[config.mk]
export PLATFORM = sky130hd
export DESIGN_NAME = sigma_clip_filter
export DESIGN_NICKNAME = d
export VERILOG_FILES = /design/src/rtl/core/sfc_pkg.sv /design/src/rtl/core/sigma_clip_filter.sv /design/src/rtl/core/sfc_csr.sv /design/src/rtl/core/sfc_ctrl.sv /design/src/rtl/core/sfc_datapath.sv
export VERILOG_INCLUDE_DIRS = /design/src /design/src/rtl/core
export SDC_FILE = /design/constraint.sdc
export NUM_CORES = 2
export LEC_CHECK = 0
export BUFFER_PORTS_ARGS = -buffer_cell sky130_fd_sc_hd__buf_2
export CAP_MARGIN = 30
export CELL_PAD_IN_SITES_DETAIL_PLACEMENT = 1
export CELL_PAD_IN_SITES_GLOBAL_PLACEMENT = 2
export CORE_UTILIZATION = 45
export DETAILED_ROUTE_END_ITERATION = 8
export GPL_ROUTABILITY_DRIVEN = 0
export GPL_TIMING_DRIVEN = 0
export PLACE_DENSITY_LB_ADDON = 0.1
export SLEW_MARGIN = 10
export SYNTH_ARGS = -nofsm -noshare
export SYNTH_HDL_FRONTEND = slang
export SYNTH_SLANG_ARGS = --single-unit
[constraint.sdc]
create_clock -name clock -period 8.8 [get_ports clock]
set_clock_uncertainty 0.05 [all_clocks]
set_input_delay 0.88 -clock clock [delete_from_list [all_inputs] [get_ports clock]]
set_output_delay 0.88 -clock clock [all_outputs]
set_load 0.02 [all_outputs]
[src/rtl/core/assert_macros.svh]
// Assertion helpers for the sigma clip filter.
// Expects the including module to have signals named clock and reset.
`ifndef ASSERT_MACROS_SVH
`define ASSERT_MACROS_SVH

// Same-cycle implication.
`define SFC_ASSERT_IMPLIES(label, ante, cons) \
   label: assert property (@(posedge clock) disable iff (reset) (ante) |-> (cons)) \
      else $error("sigma clip filter: assertion failed");

// Next-cycle implication.
`define SFC_ASSERT_NEXT(label, ante, cons) \
   label: assert property (@(posedge clock) disable iff (reset) (ante) |=> (cons)) \
      else $error("sigma clip filter: assertion failed");

`endif

[src/rtl/core/sfc_pkg.sv]
// Shared types and constants of the sigma clip filter.
// No dependencies; imported by every module of the block.
`default_nettype none

package sfc_pkg;

   localparam int LIST_DEPTH = 64;
   localparam int VALUE_BITS = 10;

   localparam longint unsigned VALUE_MAX = (64'd1 << VALUE_BITS) - 64'd1;
   localparam longint unsigned SUM_MAX   = LIST_DEPTH * VALUE_MAX;
   localparam longint unsigned SQ_MAX    = LIST_DEPTH * VALUE_MAX * VALUE_MAX;

   localparam int CNT_BITS  = $clog2(LIST_DEPTH + 1);
   localparam int ADDR_BITS = $clog2(LIST_DEPTH);
   localparam int SUM_BITS  = $clog2(SUM_MAX + 1);
   localparam int SQ_BITS   = $clog2(SQ_MAX + 1);
   localparam int X2_BITS   = 2 * VALUE_BITS;
   localparam int NX_BITS   = CNT_BITS + VALUE_BITS;
   localparam int NQ_BITS   = CNT_BITS + SQ_BITS;
   localparam int SS_BITS   = 2 * SUM_BITS;
   localparam int VAR_BITS  = NQ_BITS;
   localparam int DSQ_BITS  = 2 * SUM_BITS;
   localparam int LHS_BITS  = DSQ_BITS + 8;

   localparam int SIGMA_BITS  = 8;
   localparam int SIG2_BITS   = 2 * SIGMA_BITS;
   localparam int RHS_BITS    = SIG2_BITS + VAR_BITS;
   localparam int CMP_BITS    = (LHS_BITS > RHS_BITS) ? LHS_BITS : RHS_BITS;
   localparam logic [SIGMA_BITS-1:0] SIGMA_RESET = 8'd32;

   localparam int CSR_ADDR_BITS = 3;
   localparam int CSR_DATA_BITS = 32;
   localparam logic CSR_IDX_SIGMA = 1'b0;

   typedef enum logic [2:0] {
      ST_LOAD,
      ST_MUL,
      ST_SUB,
      ST_RHS,
      ST_SCAN,
      ST_FINISH
   } state_type;

   typedef struct packed {
      logic load_en;
      logic prep_mul;
      logic prep_sub;
      logic prep_rhs;
      logic scan_issue;
      logic finish;
   } ctrl_cmd_type;

   typedef struct packed {
      logic last_accept;
      logic issue_done;
      logic pipe_busy;
      logic out_free;
   } dp_status_type;

endpackage

`default_nettype wire

[src/rtl/core/sigma_clip_filter.sv]
// Sigma clip filter. Requests are taken one per cycle while a list loads; the
// request marked last starts filtering, and the block takes no request until
// the run has been handed to the result register. After the last request, the
// states ST_MUL, ST_SUB and ST_RHS compute the threshold s^2*(n*Q-S^2), then
// the n stored values stream through a read/multiply/square/compare pipeline,
// one per cycle unless the result register stalls it, and the finish state
// issues the final result. Kept values leave in input order; the last carries
// end_of_run, and a run with no kept value gives a single none_kept result.
// Values past the buffer depth are dropped and flagged. sigma_q4 sits at byte
// address 0 of the APB port.
`default_nettype none
`include "assert_macros.svh"

module sigma_clip_filter import sfc_pkg::*; (
   input  logic                     clock,
   input  logic                     reset,
   input  logic                     req_valid,
   output logic                     req_ready,
   input  logic [VALUE_BITS-1:0]    req_sample_value,
   input  logic                     req_is_last,
   output logic                     rsp_valid,
   input  logic                     rsp_ready,
   output logic [VALUE_BITS-1:0]    rsp_kept_value,
   output logic                     rsp_none_kept,
   output logic                     rsp_overflowed,
   output logic                     rsp_end_of_run,
   input  logic                     psel,
   input  logic                     penable,
   input  logic                     pwrite,
   input  logic [CSR_ADDR_BITS-1:0] paddr,
   input  logic [CSR_DATA_BITS-1:0] pwdata,
   output logic [CSR_DATA_BITS-1:0] prdata,
   output logic                     pready
);

   ctrl_cmd_type          cmd;
   dp_status_type         status;
   logic [SIGMA_BITS-1:0] sigma_q4;

   sfc_csr u_csr (
      .clock    (clock),
      .reset    (reset),
      .psel     (psel),
      .penable  (penable),
      .pwrite   (pwrite),
      .paddr    (paddr),
      .pwdata   (pwdata),
      .prdata   (prdata),
      .pready   (pready),
      .sigma_q4 (sigma_q4)
   );

   sfc_ctrl u_ctrl (
      .clock  (clock),
      .reset  (reset),
      .status (status),
      .cmd    (cmd)
   );

   sfc_datapath u_datapath (
      .clock            (clock),
      .reset            (reset),
      .cmd              (cmd),
      .status           (status),
      .sigma_q4         (sigma_q4),
      .req_valid        (req_valid),
      .req_sample_value (req_sample_value),
      .req_is_last      (req_is_last),
      .rsp_valid        (rsp_valid),
      .rsp_ready        (rsp_ready),
      .rsp_kept_value   (rsp_kept_value),
      .rsp_none_kept    (rsp_none_kept),
      .rsp_overflowed   (rsp_overflowed),
      .rsp_end_of_run   (rsp_end_of_run)
   );

   assign req_ready = cmd.load_en;

   `SFC_ASSERT_IMPLIES(a_none_ends_run, rsp_valid && rsp_none_kept, rsp_end_of_run)
   `SFC_ASSERT_NEXT(a_last_stops_load, req_valid && req_ready && req_is_last, !req_ready)
   `SFC_ASSERT_NEXT(a_finish_emits_end, cmd.finish && status.out_free, rsp_valid && rsp_end_of_run)

endmodule

`default_nettype wire

[src/rtl/core/sfc_csr.sv]
// Configuration register file: holds the clipping factor sigma_q4.
// Depends on sfc_pkg.
`default_nettype none

module sfc_csr import sfc_pkg::*; (
   input  logic                     clock,
   input  logic                     reset,
   input  logic                     psel,
   input  logic                     penable,
   input  logic                     pwrite,
   input  logic [CSR_ADDR_BITS-1:0] paddr,
   input  logic [CSR_DATA_BITS-1:0] pwdata,
   output logic [CSR_DATA_BITS-1:0] prdata,
   output logic                     pready,
   output logic [SIGMA_BITS-1:0]    sigma_q4
);

   logic [SIGMA_BITS-1:0] sigma_ff;
   logic [SIGMA_BITS-1:0] sigma_in;
   logic                  sel_sigma;

   // word index is the address bit above the byte offset
   assign sel_sigma = (paddr[2] == CSR_IDX_SIGMA);

   always_comb begin
      sigma_in = sigma_ff;
      if (psel && penable && pwrite && sel_sigma) begin
         sigma_in = pwdata[SIGMA_BITS-1:0];
      end
   end

   always_ff @(posedge clock) begin
      if (reset) begin
         sigma_ff <= SIGMA_RESET;
      end else begin
         sigma_ff <= sigma_in;
      end
   end

   assign prdata   = sel_sigma ? CSR_DATA_BITS'(sigma_ff) : '0;
   assign pready   = 1'b1;
   assign sigma_q4 = sigma_ff;

endmodule

`default_nettype wire

[src/rtl/core/sfc_ctrl.sv]
// Controller of the sigma clip filter: sequences load, set-up, scan and finish.
// Depends on sfc_pkg; drives sfc_datapath through the command struct.
`default_nettype none

module sfc_ctrl import sfc_pkg::*; (
   input  logic          clock,
   input  logic          reset,
   input  dp_status_type status,
   output ctrl_cmd_type  cmd
);

   state_type state_ff;
   state_type state_in;

   always_comb begin
      state_in = state_ff;
      unique case (state_ff)
         ST_LOAD: begin
            if (status.last_accept) begin
               state_in = ST_MUL;
            end
         end
         ST_MUL:  state_in = ST_SUB;
         ST_SUB:  state_in = ST_RHS;
         ST_RHS:  state_in = ST_SCAN;
         ST_SCAN: begin
            if (status.issue_done && !status.pipe_busy) begin
               state_in = ST_FINISH;
            end
         end
         ST_FINISH: begin
            if (status.out_free) begin
               state_in = ST_LOAD;
            end
         end
         default: state_in = ST_LOAD;
      endcase
   end

   always_ff @(posedge clock) begin
      if (reset) begin
         state_ff <= ST_LOAD;
      end else begin
         state_ff <= state_in;
      end
   end

   always_comb begin
      cmd = '0;
      unique case (state_ff)
         ST_LOAD:   cmd.load_en    = 1'b1;
         ST_MUL:    cmd.prep_mul   = 1'b1;
         ST_SUB:    cmd.prep_sub   = 1'b1;
         ST_RHS:    cmd.prep_rhs   = 1'b1;
         ST_SCAN:   cmd.scan_issue = 1'b1;
         ST_FINISH: cmd.finish     = 1'b1;
         default:   cmd = '0;
      endcase
   end

endmodule

`default_nettype wire

[src/rtl/core/sfc_datapath.sv]
// Datapath of the sigma clip filter: value buffer, running sums, threshold
// set-up, scan pipeline and result registers. Depends on sfc_pkg.
`default_nettype none

module sfc_datapath import sfc_pkg::*; (
   input  logic                  clock,
   input  logic                  reset,
   input  ctrl_cmd_type          cmd,
   output dp_status_type         status,
   input  logic [SIGMA_BITS-1:0] sigma_q4,
   input  logic                  req_valid,
   input  logic [VALUE_BITS-1:0] req_sample_value,
   input  logic                  req_is_last,
   output logic                  rsp_valid,
   input  logic                  rsp_ready,
   output logic [VALUE_BITS-1:0] rsp_kept_value,
   output logic                  rsp_none_kept,
   output logic                  rsp_overflowed,
   output logic                  rsp_end_of_run
);

   logic [VALUE_BITS-1:0] value_mem [LIST_DEPTH];

   // list state
   logic [CNT_BITS-1:0]  count_ff, count_in;
   logic [SUM_BITS-1:0]  sum_ff, sum_in;
   logic [SQ_BITS-1:0]   sq_ff, sq_in;
   logic                 ovf_ff, ovf_in;

   // threshold set-up
   logic [NQ_BITS-1:0]   nq_ff, nq_in;
   logic [SS_BITS-1:0]   ss_ff, ss_in;
   logic [SIG2_BITS-1:0] sig2_ff, sig2_in;
   logic [VAR_BITS-1:0]  var_ff, var_in;
   logic [RHS_BITS-1:0]  rhs_ff, rhs_in;

   // scan pipeline
   logic [CNT_BITS-1:0]   idx_ff, idx_in;
   logic                  v1_ff, v1_in, v2_ff, v2_in, v3_ff, v3_in;
   logic [VALUE_BITS-1:0] rd_value_ff;
   logic [VALUE_BITS-1:0] val2_ff, val2_in, val3_ff, val3_in;
   logic [SUM_BITS-1:0]   d2_ff, d2_in;
   logic [DSQ_BITS-1:0]   dsq3_ff, dsq3_in;

   // pending kept value and output register
   logic                  pend_valid_ff, pend_valid_in;
   logic [VALUE_BITS-1:0] pend_value_ff, pend_value_in;
   logic                  out_valid_ff, out_valid_in;
   logic [VALUE_BITS-1:0] out_value_ff, out_value_in;
   logic                  out_none_ff, out_none_in;
   logic                  out_ovf_ff, out_ovf_in;
   logic                  out_eor_ff, out_eor_in;

   logic                accept, room, store, issue, adv, pass, out_free, final_fire;
   logic [X2_BITS-1:0]  x_sq;
   logic [NX_BITS-1:0]  nx;
   logic [NX_BITS-1:0]  sum_ext;
   logic [LHS_BITS-1:0] lhs;

   assign accept     = req_valid && cmd.load_en;
   assign room       = (count_ff < CNT_BITS'(LIST_DEPTH));
   assign store      = accept && room;
   assign out_free   = !out_valid_ff || rsp_ready;
   assign lhs        = {dsq3_ff, 8'd0};
   assign pass       = v3_ff && (CMP_BITS'(lhs) < CMP_BITS'(rhs_ff));
   // a second pass while the pending slot is full needs the output register
   assign adv        = !(pass && pend_valid_ff && !out_free);
   assign issue      = cmd.scan_issue && (idx_ff != count_ff) && adv;
   assign final_fire = cmd.finish && out_free;

   assign x_sq    = X2_BITS'(req_sample_value) * X2_BITS'(req_sample_value);
   assign nx      = NX_BITS'(count_ff) * NX_BITS'(rd_value_ff);
   assign sum_ext = NX_BITS'(sum_ff);

   always_comb begin
      count_in = count_ff;
      sum_in   = sum_ff;
      sq_in    = sq_ff;
      ovf_in   = ovf_ff;
      idx_in   = idx_ff;
      if (store) begin
         count_in = count_ff + CNT_BITS'(1);
         sum_in   = sum_ff + SUM_BITS'(req_sample_value);
         sq_in    = sq_ff + SQ_BITS'(x_sq);
      end else if (accept) begin
         ovf_in = 1'b1;
      end
      if (issue) begin
         idx_in = idx_ff + CNT_BITS'(1);
      end
      if (final_fire) begin
         count_in = '0;
         sum_in   = '0;
         sq_in    = '0;
         ovf_in   = 1'b0;
         idx_in   = '0;
      end
   end

   always_comb begin
      nq_in   = nq_ff;
      ss_in   = ss_ff;
      sig2_in = sig2_ff;
      var_in  = var_ff;
      rhs_in  = rhs_ff;
      if (cmd.prep_mul) begin
         nq_in   = NQ_BITS'(count_ff) * NQ_BITS'(sq_ff);
         ss_in   = SS_BITS'(sum_ff) * SS_BITS'(sum_ff);
         sig2_in = SIG2_BITS'(sigma_q4) * SIG2_BITS'(sigma_q4);
      end
      // n*Q >= S^2, so the difference fits the width of n*Q
      if (cmd.prep_sub) begin
         var_in = nq_ff - VAR_BITS'(ss_ff);
      end
      if (cmd.prep_rhs) begin
         rhs_in = RHS_BITS'(sig2_ff) * RHS_BITS'(var_ff);
      end
   end

   always_comb begin
      v1_in   = adv ? issue : v1_ff;
      v2_in   = adv ? v1_ff : v2_ff;
      v3_in   = adv ? v2_ff : v3_ff;
      val2_in = adv ? rd_value_ff : val2_ff;
      val3_in = adv ? val2_ff : val3_ff;
      d2_in   = d2_ff;
      dsq3_in = adv ? DSQ_BITS'(d2_ff) * DSQ_BITS'(d2_ff) : dsq3_ff;
      if (adv) begin
         d2_in = (nx >= sum_ext) ? SUM_BITS'(nx - sum_ext) : SUM_BITS'(sum_ext - nx);
      end
   end

   always_comb begin
      pend_valid_in = pend_valid_ff;
      pend_value_in = pend_value_ff;
      out_valid_in  = out_valid_ff && !rsp_ready;
      out_value_in  = out_value_ff;
      out_none_in   = out_none_ff;
      out_ovf_in    = out_ovf_ff;
      out_eor_in    = out_eor_ff;
      if (adv && pass) begin
         pend_valid_in = 1'b1;
         pend_value_in = val3_ff;
         // earlier pass is now known not to be the last one
         if (pend_valid_ff) begin
            out_valid_in = 1'b1;
            out_value_in = pend_value_ff;
            out_none_in  = 1'b0;
            out_ovf_in   = ovf_ff;
            out_eor_in   = 1'b0;
         end
      end
      if (final_fire) begin
         pend_valid_in = 1'b0;
         out_valid_in  = 1'b1;
         out_value_in  = pend_valid_ff ? pend_value_ff : '0;
         out_none_in   = !pend_valid_ff;
         out_ovf_in    = ovf_ff;
         out_eor_in    = 1'b1;
      end
   end

   always_ff @(posedge clock) begin
      if (store) begin
         value_mem[count_ff[ADDR_BITS-1:0]] <= req_sample_value;
      end
      if (issue) begin
         rd_value_ff <= value_mem[idx_ff[ADDR_BITS-1:0]];
      end
   end

   always_ff @(posedge clock) begin
      if (reset) begin
         count_ff      <= '0;
         sum_ff        <= '0;
         sq_ff         <= '0;
         ovf_ff        <= 1'b0;
         idx_ff        <= '0;
         v1_ff         <= 1'b0;
         v2_ff         <= 1'b0;
         v3_ff         <= 1'b0;
         pend_valid_ff <= 1'b0;
         out_valid_ff  <= 1'b0;
      end else begin
         count_ff      <= count_in;
         sum_ff        <= sum_in;
         sq_ff         <= sq_in;
         ovf_ff        <= ovf_in;
         idx_ff        <= idx_in;
         v1_ff         <= v1_in;
         v2_ff         <= v2_in;
         v3_ff         <= v3_in;
         pend_valid_ff <= pend_valid_in;
         out_valid_ff  <= out_valid_in;
      end
   end

   always_ff @(posedge clock) begin
      nq_ff         <= nq_in;
      ss_ff         <= ss_in;
      sig2_ff       <= sig2_in;
      var_ff        <= var_in;
      rhs_ff        <= rhs_in;
      val2_ff       <= val2_in;
      val3_ff       <= val3_in;
      d2_ff         <= d2_in;
      dsq3_ff       <= dsq3_in;
      pend_value_ff <= pend_value_in;
      out_value_ff  <= out_value_in;
      out_none_ff   <= out_none_in;
      out_ovf_ff    <= out_ovf_in;
      out_eor_ff    <= out_eor_in;
   end

   always_comb begin
      status.last_accept = accept && req_is_last;
      status.issue_done  = (idx_ff == count_ff);
      status.pipe_busy   = v1_ff || v2_ff || v3_ff;
      status.out_free    = out_free;
   end

   assign rsp_valid      = out_valid_ff;
   assign rsp_kept_value = out_value_ff;
   assign rsp_none_kept  = out_none_ff;
   assign rsp_overflowed = out_ovf_ff;
   assign rsp_end_of_run = out_eor_ff;

endmodule

`default_nettype wire
-- After elaboration in Yosys (flattened, before gate mapping)
Memories as Yosys holds them, arrays and structs flattened. A register that Yosys moved wholly into a read port is not among the register bits.
Index checks and enable logic that the tools add are counted.
- register bits: 327
- memory bits (writable): 640
- input bits: 53
- logic and storage cells: 115
- memories: 1
- add/sub/neg operators: 7
- $mul: 7
- $lt $le $gt $ge: 3
- equal/unequal tests: 10
- muxes and demuxes: 27
- bitwise gates (word level): 2
- reduce and logical (&&, ||, !) cells: 32
- memories (memory ; depth ; bits a word ; read ports ; clocked after memory_dff ; wr ports ; RTL line ; RTL):
    u_datapath.value_mem ; 64 ; 10 ; 1 ; 1 ; 1 ; sfc_datapath.sv:22 ; logic [VALUE_BITS-1:0] value_mem [LIST_DEPTH];
- operators with widths (cell ; count):
    16-bit by 16-bit multiplier with 32-bit output ; 2
    40-bit by 49-bit < comparator with 1-bit output ; 1
    16-bit by 33-bit multiplier with 49-bit output ; 1
    10-bit two-way mux ; 4
    7-bit by 26-bit multiplier with 33-bit output ; 1
    33-bit by 32-bit subtractor with 33-bit output ; 1
    16-bit subtractor ; 2
    26-bit by 20-bit adder with 26-bit output ; 1
    10-bit by 10-bit multiplier with 20-bit output ; 1
    3-bit case mux with 6 select lines ; 1
    17-bit by 16-bit greater-or-equal comparator with 1-bit output ; 1
    7-bit by 10-bit multiplier with 17-bit output ; 1
    1-bit two-way mux ; 17
    16-bit by 10-bit adder with 16-bit output ; 1
    8-bit by 8-bit multiplier with 16-bit output ; 1
    16-bit two-way mux ; 1
    1-bit logical AND ; 15
    7-bit by 1-bit adder with 7-bit output (second input constant) ; 2
    3-bit two-way mux ; 3
    8-bit two-way mux ; 1
    7-bit equality test ; 1
    7-bit < comparator (second input constant) ; 1
    7-bit != test ; 1
    3-bit by 2-bit equality test with 1-bit output (second input constant) ; 2
    12 further kinds ; 25

-- Longest topological paths before layout
- depth in word-level cells: 8
- gate-level depth with buffers: 27
- mapped depth without buffers: 25

-- Hierarchy
A second synthesis with hierarchy kept.
- cells, all modules: 7291
- area total of the unflattened synthesis: 82919.5 sq um
- modules (own cells, without submodules) (module ; times used ; cells an instance ; area each (sq um) ; seq. area each (sq um)):
    sfc_datapath ; 1 ; 7197 ; 82071.2 ; 28287.1
    sfc_csr ; 1 ; 70 ; 625.6 ; 160.2
    sfc_ctrl ; 1 ; 24 ; 222.7 ; 60.1

-- Worst setup path after synthesis
Ideal clock, no wire load.
- path type: reg2reg
- start: reg u_ctrl.state_ff[0]
- end: reg u_datapath.nq_ff[0] (enable)
- data arrival time: 6.438 ns
- path slack: 1.682 ns
- cell stages (with the launch flop): 3
- buffers on the path: 1
- cell sequence: dfxtp_1 clkbuf_1 nor3b_1
- word-level cells in the longest chain between the ends: 2
- ends and longest elaborated chain (element ; RTL line ; RTL):
    start, declared ; sfc_ctrl.sv:12 ; state_type state_ff;
    start signal, assigned ; sfc_ctrl.sv:44 ; state_ff <= state_in;
    3-bit by 1-bit equality test with 1-bit output ; sfc_ctrl.sv:50 ; unique case (state_ff)
    1-bit two-way mux ; sfc_ctrl.sv:50 ;
    end signal, assigned ; sfc_datapath.sv:199 ; nq_ff <= nq_in;
    end, declared ; sfc_datapath.sv:31 ; logic [NQ_BITS-1:0] nq_ff, nq_in;
Every way passes these cells.
A chain may end at the register's enable or synchronous reset.

-- Worst setup path in the final report
- start: reg u_datapath.sum_ff[1]
- end: reg u_datapath.ss_ff[30], data pin
- word-level cells in the longest chain between the ends: 1
- ends and longest elaborated chain (element ; RTL line ; RTL):
    start, declared ; sfc_datapath.sv:26 ; logic [SUM_BITS-1:0] sum_ff, sum_in;
    start signal, assigned ; sfc_datapath.sv:186 ; sum_ff <= sum_in;
    16-bit by 16-bit multiplier with 32-bit output ; sfc_datapath.sv:108 ; ss_in = SS_BITS'(sum_ff) * SS_BITS'(sum_ff);
    end signal, assigned ; sfc_datapath.sv:200 ; ss_ff <= ss_in;
    end, declared ; sfc_datapath.sv:32 ; logic [SS_BITS-1:0] ss_ff, ss_in;
Every way passes these cells.

==> metrics <==
Hold Fails Final Rpt=0; Skew-Pair Late Insertion Delay=0.79 ns; RSZ-0062 raised after global routing=false; Tmin final=between 8 and 9 ns; row count=between 150 and 200; Post-synth EDFFs=900; most area-consuming cells after synthesis=edfxtp_1, fa_1, ha_1; Pre-antenna DRT Iters=6; first-pass GRT wire length=~360 mm; Slew headroom=31.2%; CP most frequent cell=fa_1; outcome=finished clean; Crit Path Max Fanout=12; slowest cell delay on critical path=between 0.7 and 0.8 ns; critical path type=reg2reg; Synth Register Bits=974; Synth top area share=32.7%; worst hold stages=2; top-count cell post-synth=inv_1; post-synth top area cell=edfxtp_1; Clock Root Buffer=clkbuf_16; Synth async-reset ratio=0%; final net count=9175; Worst Slack Setup Final=0.567 ns; initial antenna violation count=6; Routed WL=~230 mm; TritonCTS Buffers=105; clk sinks=974; IO Port Bufs=47; reg-to-reg startpoint=u_datapath.sum_ff[1]; Max Freq=0.121 GHz; Critical Path Start Type=register; sequential area share after synthesis=about 34%; Util after Layout=49.9%; CP endpoint kind=register; residual overflow from global routing=0; Die Wd=431 microns; Final Max Tran Viols=0; CTS H-tree lvls=3; R2R setup slack=roughly 0.57 ns; synth cell count leaders=inv_1, fa_1, edfxtp_1, nand2_1, ha_1; Crit path arrival time=8.61 ns; synthesized area=0.0827 sq mm; Top Ports=just over 100; vias in the first global route=58600; DP Area=0.0867 sq mm; Die Ht=431 microns; CP delay by family, top=adder cells; initial core utilization=between 40% and 50%; clock buffer depth=3; hold endpoint=u_csr.sigma_q4[5]; area grow syn2layout=9.73%; antenna violation net count after detailed routing=0; predominant post-synthesis flop cell=edfxtp_1; Avg Inst Size Synth=11.4 sq um; Slowest-stage cell, CP=clkbuf_1; core box area=0.182 sq mm; reg2reg path depth=25; layout cells sized above 1=8.07%; worst flop-to-flop path endpoint=u_datapath.ss_ff[30]; Critical Path RT=9.18 ns; Hold Path Origin=pwdata[5]; largest net degree at the start of global routing=70; Crit. path cell count=25; drc violations=0; Final Instance Area=just over 0.09 sq mm; Reg clk slew, reported paths=0.06 ns; Tot GR Track Use=25.6%; max_cap viols=0; HP Class=in2reg; final hold slack=0.352 ns; CTS tree=yes; die area=0.185 sq mm; Least-Margin Pin Slew=1.03 ns; DPL Wire Length=186 mm; Vias/cell=about 5.3; Routed wire per std cell=23.2 microns; pre-CTS setup slack=roughly 0.47 ns; Yosys cell types=between 80 and 90; initial DRC count=around 2900; Yosys Warn Count=0; period utilisation layout=93.6%; via count of the routed design=53200; WP buf/inv=7; # setup viols final=0; Cells after Synth=7245
## cell families after synthesis
kind of cell / Yosys count / share of synthesized area, %
XOR/XNOR: 259 / 2.74
multiplexers: 235 / 6.03
AND/OR/NAND/NOR: 1756 / 10.2
AO/OA/AOI/OAI: 680 / 5.34
flip-flops: 974 / 34.5
adder cells (fa/ha/maj): 1605 / 33.2
buffers and inverters: 1734 / 8.02
other: 2 / 0.00908
## cell type report
class | instances | area (sq um)
well taps | 2449 | 3060
diodes | 2 | 5.00
repair buffers | 140 | 1250
multi-input cells | 4562 | 47700
inverters | 1430 | 5370
flip-flops and latches | 974 | 28500
clock buffers | 116 | 2690
plain buffers | 304 | 1260
clock inverters | 78 | 927
fillers | 19200 | 91000
## state kept, by name (all words and copies together) (netlist names), 26 cells and up
| register | flops |
|---|---|
| u_datapath.sq_ff | 26 |
| u_datapath.var_ff | 33 |
| u_datapath.value_mem | 640 |
| u_datapath.dsq3_ff | 31 |
| u_datapath.nq_ff | 33 |
| u_datapath.rhs_ff | 49 |
| u_datapath.ss_ff | 31 |
## how the worst max path moves through the flow
stage | from | end | slack, ns
finish | u_datapath.sum_ff[1] | u_datapath.ss_ff[30] | 0.57
global route | u_datapath.sum_ff[1] | u_datapath.ss_ff[30] | 0.02
CTS | u_datapath.sum_ff[9] | u_datapath.ss_ff[30] | 0.38
detailed placement | u_datapath.sum_ff[9] | u_datapath.ss_ff[30] | 0.47
global placement | u_ctrl.state_ff[0] | u_datapath.sig2_ff[3] | -1.22
floorplan | u_ctrl.state_ff[0] | u_datapath.nq_ff[0] | 1.68
## routing by layer
metal | share of wire (%) | vias to the layer above | track usage (%)
met2 | 51 | 1017 | 45.7
li1 | - | 24000 | -
met4 | 3.3 | 2 | 7.85
met5 | 0.079 | - | 0
met1 | 42 | 27900 | 32.8
met3 | 3.2 | 309 | 2.45
## stage by stage
step / instances / TNS, ns
5_1_grt: 10100 / 0
3_3_place_gp: 9766 / -95.55
4_1_cts: 10000 / 0
6_report: 10100 / 0
2_1_floorplan: 7270 / 0
3_5_place_dp: 9816 / 0
## what timing repair did
| item | CTS | global route |
|---|---|---|
| hold buffers | 0 | 0 |
| setup buffers | 0 | 0 |
| resized for setup | 0 | 2 |
| setup endpoints to repair | 0 | 1 |
## cell usage in the layout (no fill, tap or decap), drive strengths merged, types with 11 or more instances in the layout
cell,count
a211oi,25
a21o,116
a21oi,241
a31o,11
a31oi,14
and2,464
and3,24
buf,208
bufinv,13
clkbuf,352
clkinv,61
conb,27
dfxtp,74
edfxtp,900
fa,982
ha,623
inv,1425
mux2i,18
mux4,210
nand2,702
nand2b,30
nand3,53
nand4,26
nor2,312
nor2b,44
nor3,39
nor3b,11
o211ai,16
o21a,30
o21ai,108
o21bai,35
or2,12
or3,14
xnor2,171
xor2,88
Power is not shown: default switching activity piles up to over one toggle a cycle in this logic, so the estimate is an artifact.
